### src/design/sitoa_pkg.sv
// shared constants for the signed integer to decimal text block
`timescale 1ns / 1ps

package sitoa_pkg;

    // width of the signed input value
    localparam int VALUE_BITS = 32;

    // input payload rounded up to whole bytes
    localparam int S_DATA_W = ((VALUE_BITS + 7) / 8) * 8;

    // magnitude bits converted by each pipeline stage
    localparam int STEP_BITS = 4;
    localparam int STAGE_N   = (VALUE_BITS + STEP_BITS - 1) / STEP_BITS;
    localparam int PAD_BITS  = STAGE_N * STEP_BITS;

    // decimal digits needed for the largest magnitude, 2^(VALUE_BITS-1)
    localparam int DIG_N = (VALUE_BITS * 1233) / 4096 + 1;
    localparam int DIG_W = $clog2(DIG_N);
    localparam int BCD_W = DIG_N * 4;

    // ascii codes
    localparam logic [7:0] CHAR_MINUS = 8'd45;
    localparam logic [7:0] CHAR_ZERO  = 8'd48;

endpackage

### src/design/signed_int_to_decimal_ascii_top.sv
// signed integer to decimal ascii text converter, pipelined double dabble and serializer
`timescale 1ns / 1ps
//
// Usage:
//   s_* channel: one signed value per item in s_tdata, accepted when s_tvalid and
//   s_tready are both high. m_* channel: the decimal text of each value, one ascii
//   character per item in m_tdata, most significant first, a leading '-' for
//   negative values, no leading zeros, '0' for zero; m_tlast marks the final
//   character. The most negative value prints correctly.
//   The first character comes out once its value has passed the conversion stage
//   registers, the leading digit stage and the serializer.
//   Throughput: a new value can enter the binary-to-BCD pipeline every cycle unless
//   the pipeline is stalled behind the serializer; the serializer emits one character
//   per cycle while m_tready is high, so a value occupies the output for its digit
//   count plus one character for a minus sign. The serializer sets the sustained rate.
//   Reset (aresetn low, synchronous) empties the pipeline and the serializer.
//   When the receiver stalls, the current character holds, the pipeline stops as
//   a whole once its final stage is full and s_tready falls; nothing is lost.
//
module signed_int_to_decimal_ascii_top (
    input  logic                          aclk,
    input  logic                          aresetn,
    input  logic                          s_tvalid,
    output logic                          s_tready,
    input  logic [sitoa_pkg::S_DATA_W-1:0] s_tdata,   // value
    output logic                          m_tvalid,
    input  logic                          m_tready,
    output logic [7:0]                    m_tdata,   // character
    output logic                          m_tlast    // last
);
    import sitoa_pkg::*;

    // conversion pipeline registers, stage 0 holds sign and magnitude
    logic                vld_reg [0:STAGE_N];
    logic                neg_reg [0:STAGE_N];
    logic [BCD_W-1:0]    bcd_reg [0:STAGE_N];
    logic [PAD_BITS-1:0] bin_reg [0:STAGE_N-1];

    logic [BCD_W-1:0]    bcd_next [1:STAGE_N];
    logic [PAD_BITS-1:0] bin_next [1:STAGE_N-1];

    // leading digit stage
    logic             lead_vld_reg;
    logic             lead_neg_reg;
    logic [BCD_W-1:0] lead_bcd_reg;
    logic [DIG_W-1:0] lead_top_reg;
    logic [DIG_W-1:0] lead_top_next;

    // serializer
    logic             ser_vld_reg;
    logic             ser_minus_reg;
    logic [BCD_W-1:0] ser_bcd_reg;
    logic [DIG_W-1:0] ser_idx_reg;

    logic [VALUE_BITS-1:0] raw;
    logic                  raw_neg;
    logic [VALUE_BITS-1:0] raw_mag;
    logic                  out_fire;
    logic                  ser_load;
    logic                  pipe_en;

    // magnitude in unsigned arithmetic so the most negative value is exact
    assign raw     = s_tdata[VALUE_BITS-1:0];
    assign raw_neg = raw[VALUE_BITS-1];
    assign raw_mag = raw_neg ? (~raw + 1'b1) : raw;

    // handshake and global pipeline advance
    assign out_fire = m_tvalid && m_tready;
    assign ser_load = !ser_vld_reg || (out_fire && m_tlast);
    assign pipe_en  = !lead_vld_reg || ser_load;
    assign s_tready = pipe_en;

    // shift-add-3 steps, STEP_BITS magnitude bits per stage
    always_comb begin
        logic [BCD_W-1:0]    t_bcd;
        logic [PAD_BITS-1:0] t_bin;
        for (int s = 0; s < STAGE_N; s++) begin
            t_bcd = bcd_reg[s];
            t_bin = bin_reg[s];
            for (int k = 0; k < STEP_BITS; k++) begin
                for (int d = 0; d < DIG_N; d++) begin
                    if (t_bcd[d*4 +: 4] >= 4'd5) begin
                        t_bcd[d*4 +: 4] = t_bcd[d*4 +: 4] + 4'd3;
                    end
                end
                {t_bcd, t_bin} = {t_bcd[BCD_W-2:0], t_bin, 1'b0};
            end
            bcd_next[s+1] = t_bcd;
            if (s < STAGE_N - 1) begin
                bin_next[s+1] = t_bin;
            end
        end
    end

    // highest nonzero digit, zero when all digits are zero
    always_comb begin
        lead_top_next = '0;
        for (int d = 0; d < DIG_N; d++) begin
            if (bcd_reg[STAGE_N][d*4 +: 4] != 4'd0) begin
                lead_top_next = DIG_W'(d);
            end
        end
    end

    // control state
    always_ff @(posedge aclk) begin
        if (!aresetn) begin
            for (int s = 0; s <= STAGE_N; s++) begin
                vld_reg[s] <= 1'b0;
            end
            lead_vld_reg <= 1'b0;
            ser_vld_reg  <= 1'b0;
        end else begin
            if (pipe_en) begin
                vld_reg[0] <= s_tvalid;
                for (int s = 1; s <= STAGE_N; s++) begin
                    vld_reg[s] <= vld_reg[s-1];
                end
                lead_vld_reg <= vld_reg[STAGE_N];
            end
            if (ser_load) begin
                ser_vld_reg <= lead_vld_reg;
            end
        end
    end

    // pipeline payload
    always_ff @(posedge aclk) begin
        if (pipe_en) begin
            neg_reg[0] <= raw_neg;
            bcd_reg[0] <= '0;
            bin_reg[0] <= PAD_BITS'(raw_mag);
            for (int s = 1; s <= STAGE_N; s++) begin
                neg_reg[s] <= neg_reg[s-1];
                bcd_reg[s] <= bcd_next[s];
            end
            for (int s = 1; s < STAGE_N; s++) begin
                bin_reg[s] <= bin_next[s];
            end
            lead_neg_reg <= neg_reg[STAGE_N];
            lead_bcd_reg <= bcd_reg[STAGE_N];
            lead_top_reg <= lead_top_next;
        end
    end

    // serializer: minus sign first, then digits from the top one down
    always_ff @(posedge aclk) begin
        if (ser_load) begin
            ser_minus_reg <= lead_neg_reg;
            ser_bcd_reg   <= lead_bcd_reg;
            ser_idx_reg   <= lead_top_reg;
        end else if (out_fire) begin
            if (ser_minus_reg) begin
                ser_minus_reg <= 1'b0;
            end else begin
                ser_idx_reg <= ser_idx_reg - 1'b1;
            end
        end
    end

    // output character select
    assign m_tvalid = ser_vld_reg;
    assign m_tdata  = ser_minus_reg ? CHAR_MINUS
                                    : CHAR_ZERO + {4'd0, ser_bcd_reg[ser_idx_reg*4 +: 4]};
    assign m_tlast  = !ser_minus_reg && (ser_idx_reg == '0);

endmodule

### config.mk
export PLATFORM = sky130hd
export DESIGN_NAME = signed_int_to_decimal_ascii_top
export DESIGN_NICKNAME = d
export VERILOG_FILES = /design/src/design/sitoa_pkg.sv /design/src/design/signed_int_to_decimal_ascii_top.sv
export SDC_FILE = /design/constraint.sdc
export NUM_CORES = 1
export LEC_CHECK = 0
export BUFFER_PORTS_ARGS = -buffer_cell sky130_fd_sc_hd__clkbuf_2
export CORE_AREA = 5 5 275 277
export CTS_BUF_LIST = sky130_fd_sc_hd__clkbuf_16
export DETAILED_ROUTE_END_ITERATION = 7
export DIE_AREA = 0 0 280 282
export HOLD_SLACK_MARGIN = 0.15
export SYNTH_ARGS = -nofsm -noshare
export SYNTH_HDL_FRONTEND = slang
export SYNTH_SLANG_ARGS = --single-unit
### constraint.sdc
create_clock -name aclk -period 11.2 [get_ports aclk]
set_input_delay 1.68 -clock aclk [delete_from_list [all_inputs] [get_ports aclk]]
set_output_delay 1.68 -clock aclk [all_outputs]
set_load 0.02 [all_outputs]
==> run_results.csv <==
group,metric,value,unit
run_status,status,"finished, final reports clean",
final_layout,multi_input_area,18100,um^2
floorplan,core-area,72600,um^2
synth,yosys_warnings,0,
clock_network,numCtsBuffers,50,
routing,drt_first_pass_iters,5,
floorplan,io_pins,47,
placed_design,io_buffers,43,
clock_network,post_cts.repair.setup_buffers,0,
timing,hold_viol_final,0,
routing,vias,25343,
floorplan,row_count,99,
routing,drc,0,
synth,async_reset_ff_frac,0,
timing,max_freq,187,MHz
clock_network,h-tree-depth,2,
run,drv_cap,0,
final_layout,drive_gt1_frac,0.0802,
clock_network,clock_latency,0.60,ns
synth,synthFlopType,"edfxtp_1",
global_route,grt_pass1_vias,22794,
critical_path,path_buf_inv,4,
clock_network,cts_tree,"done",
clock_network,cts-root-buf,"clkbuf_16",
final_layout,fin_cells,4526,
routing,drtAntennaViolNets,0,
critical_path,cp_cell_sequence,"inv_1 > ha_1 > nor4b_1 > nand2_1 > and2_0 > nand2_8 > buf_12 > buf_4 > buf_4",
routing,wl,59400,um
routing,wl_per_cell,13.1,um
final_layout,final_common_cell,"edfxtp_1",
clock_network,cts_sinks,439,
synth,yosysSeqAreaShare,0.405,
global_route,grt_start_max_net_pins,167,
final_layout,num-fill-cells,6866,
global_route,grt.overflow.total,0,
floorplan,die_w,280,um
critical_path,cp.arrival,5.56,ns
critical_path,worstPathRequired,11.41,ns
clock_network,clkSlewWorstSetupHoldPaths,0.06,ns
timing,skew,0.0181,ns
routing,drtIter0Drc,1495,
timing,layout_min_cycle_time,5.35,ns
final_layout,final_cell_mix,"437 x edfxtp_1, 342 x nand2_1, 317 x o21ai_0",
floorplan,die_h,282,um
timing,fin_setup_tns,0,ns
final_layout,finalInstanceArea,35100,um^2
final_layout,nets,3704,
timing,fin_crit_sh,0.477,
placed_design,numPlacedInstances,4434,
clock_network,cts_hold_buf,0,
timing,maxSlewHeadroom,0.290,
critical_path,critPathSlowestCell,"buf_4",
routing,detail_route.vias_per_cell,5.60,
critical_path,crit_type,"reg -> reg",
critical_path,critical_path.top_delay_family,"buffers and inverters",
final_layout,ff_latch_area,13200,um^2
worst_hold_path,hp-class,"reg -> reg",
timing,tightest_slew,1.06,ns
placed_design,hpwl,42200,um
synth,synth_largest_area_cell,"edfxtp_1",
critical_path,endpoint_kind,"register",
synth,synth_seq_cells,439,
global_route,antenna_found_initial,0,
timing,finalSetupViolations,0,
timing,drv_slew,0,
final_layout,antenna_cells,0,
critical_path,cp_max_fo,166,
synth,ys_types,114,
synth,syn_area_per_cell,9.17,um^2
placed_design,place.gp.congestion,0.816,
final_layout,largest_reg_flops,185,
global_route,grt_usage,0.145,
synth,syn_area,32500,um^2
clock_network,clock_path_buffers,3,
critical_path,max_stage_delay,0.94,ns
floorplan,dieArea,79000,um^2
synth,synth.top_cell.area_share,0.404,
critical_path,cpMostUsedCell,"buf_4",
timing,whs,0.411,ns
synth,synth_area_leaders,"edfxtp_1 40%, ha_1 5.4%, o21ai_0 4.9%",
critical_path,startpoint_type,"register",
floorplan,start_util,0.448,
final_layout,syn2layout_area_growth,8.09,%
clock_network,cts-resized-gates,0,
placed_design,dpl-instance-area,33500,um^2
timing,rsz0062_at_grt,"false",
global_route,grt_pass1_wl,103000,um
synth,synth_cells,3543,
synth,synth_edf_count,437,
[cells in the mapped netlist (31+ instances only)]
master    number
a211oi_1      61
a21o_1        42
a21oi_1      276
a31oi_1       69
and2_1        35
and3_1        31
clkbuf_1      86
edfxtp_1     437
ha_1         141
inv_1        203
mux2_2        52
mux2i_1       77
nand2_1      343
nand2b_1      71
nand3_1       62
nor2_1       285
nor2b_1       37
nor3_1        88
o211ai_1      37
o21a_1        35
o21ai_0      317
o22ai_1       42
or3_1         38
xnor2_1      118
[layer usage]
| metal | GRT usage | vias to the layer above | part of all wire |
|---|---|---|---|
| met1 | 0.190 | 11644 | 0.47 |
| met3 | 0.0181 | 70 | 0.029 |
| met2 | 0.257 | 302 | 0.48 |
| met4 | 0.0379 | 0 | 0.020 |
| li1 | - | 13327 | - |
| met5 | 0 | - | 0 |
[through the flow]
stage | utilization | setup WS (ns)
after floorplan | - | 2.70
after global placement | 0.462 | 5.48
after detailed placement | 0.462 | 5.43
after CTS | 0.484 | 5.72
after global routing | 0.484 | 5.29
final | 0.484 | 5.85
[logic make-up after synthesis]
group | synth area share
adder cells (fa/ha/maj) | 0.0558
AO/OA/AOI/OAI | 0.244
XOR/XNOR | 0.0405
multiplexers | 0.0476
flip-flops | 0.405
AND/OR/NAND/NOR | 0.167
other | 0.000231
buffers and inverters | 0.0399
[worst reg2reg max path, stage by stage, from the launching register on]
cell and delay [ns]:
edfxtp_1 0.69, inv_1 0.19, ha_1 0.15, nor4b_1 0.37
nand2_1 0.09, and2_0 0.31, nand2_8 0.50, buf_12 0.67
buf_4 0.99, buf_4 0.97
[path summary, 6_finish.rpt]
check / from / to / slack [ns] / depth (start not counted)
max: ser_idx_reg[0]$_DFFE_PP_ / bin_reg[0][58]$_DFFE_PP_ / 5.85 / 9
min: bin_reg[1][27]$_DFFE_PP_ / bin_reg[1][63]$_DFFE_PP_ / 0.41 / 0
max reg2reg: ser_idx_reg[0]$_DFFE_PP_ / bin_reg[0][58]$_DFFE_PP_ / 5.85 / 9
min reg2reg: bin_reg[1][27]$_DFFE_PP_ / bin_reg[1][63]$_DFFE_PP_ / 0.41 / 0
[area by class of cell]
type | count | area share
sequential | 439 | 0.375
clock buffer | 50 | 0.0356
clock inverter | 42 | 0.0107
multi-input combinational | 2775 | 0.514
tap | 959 | 0.0342
inverter | 209 | 0.0223
timing repair buffer | 52 | 0.00841
Power is not shown: default switching activity piles up to over one toggle a cycle in this logic, so the estimate is an artifact.
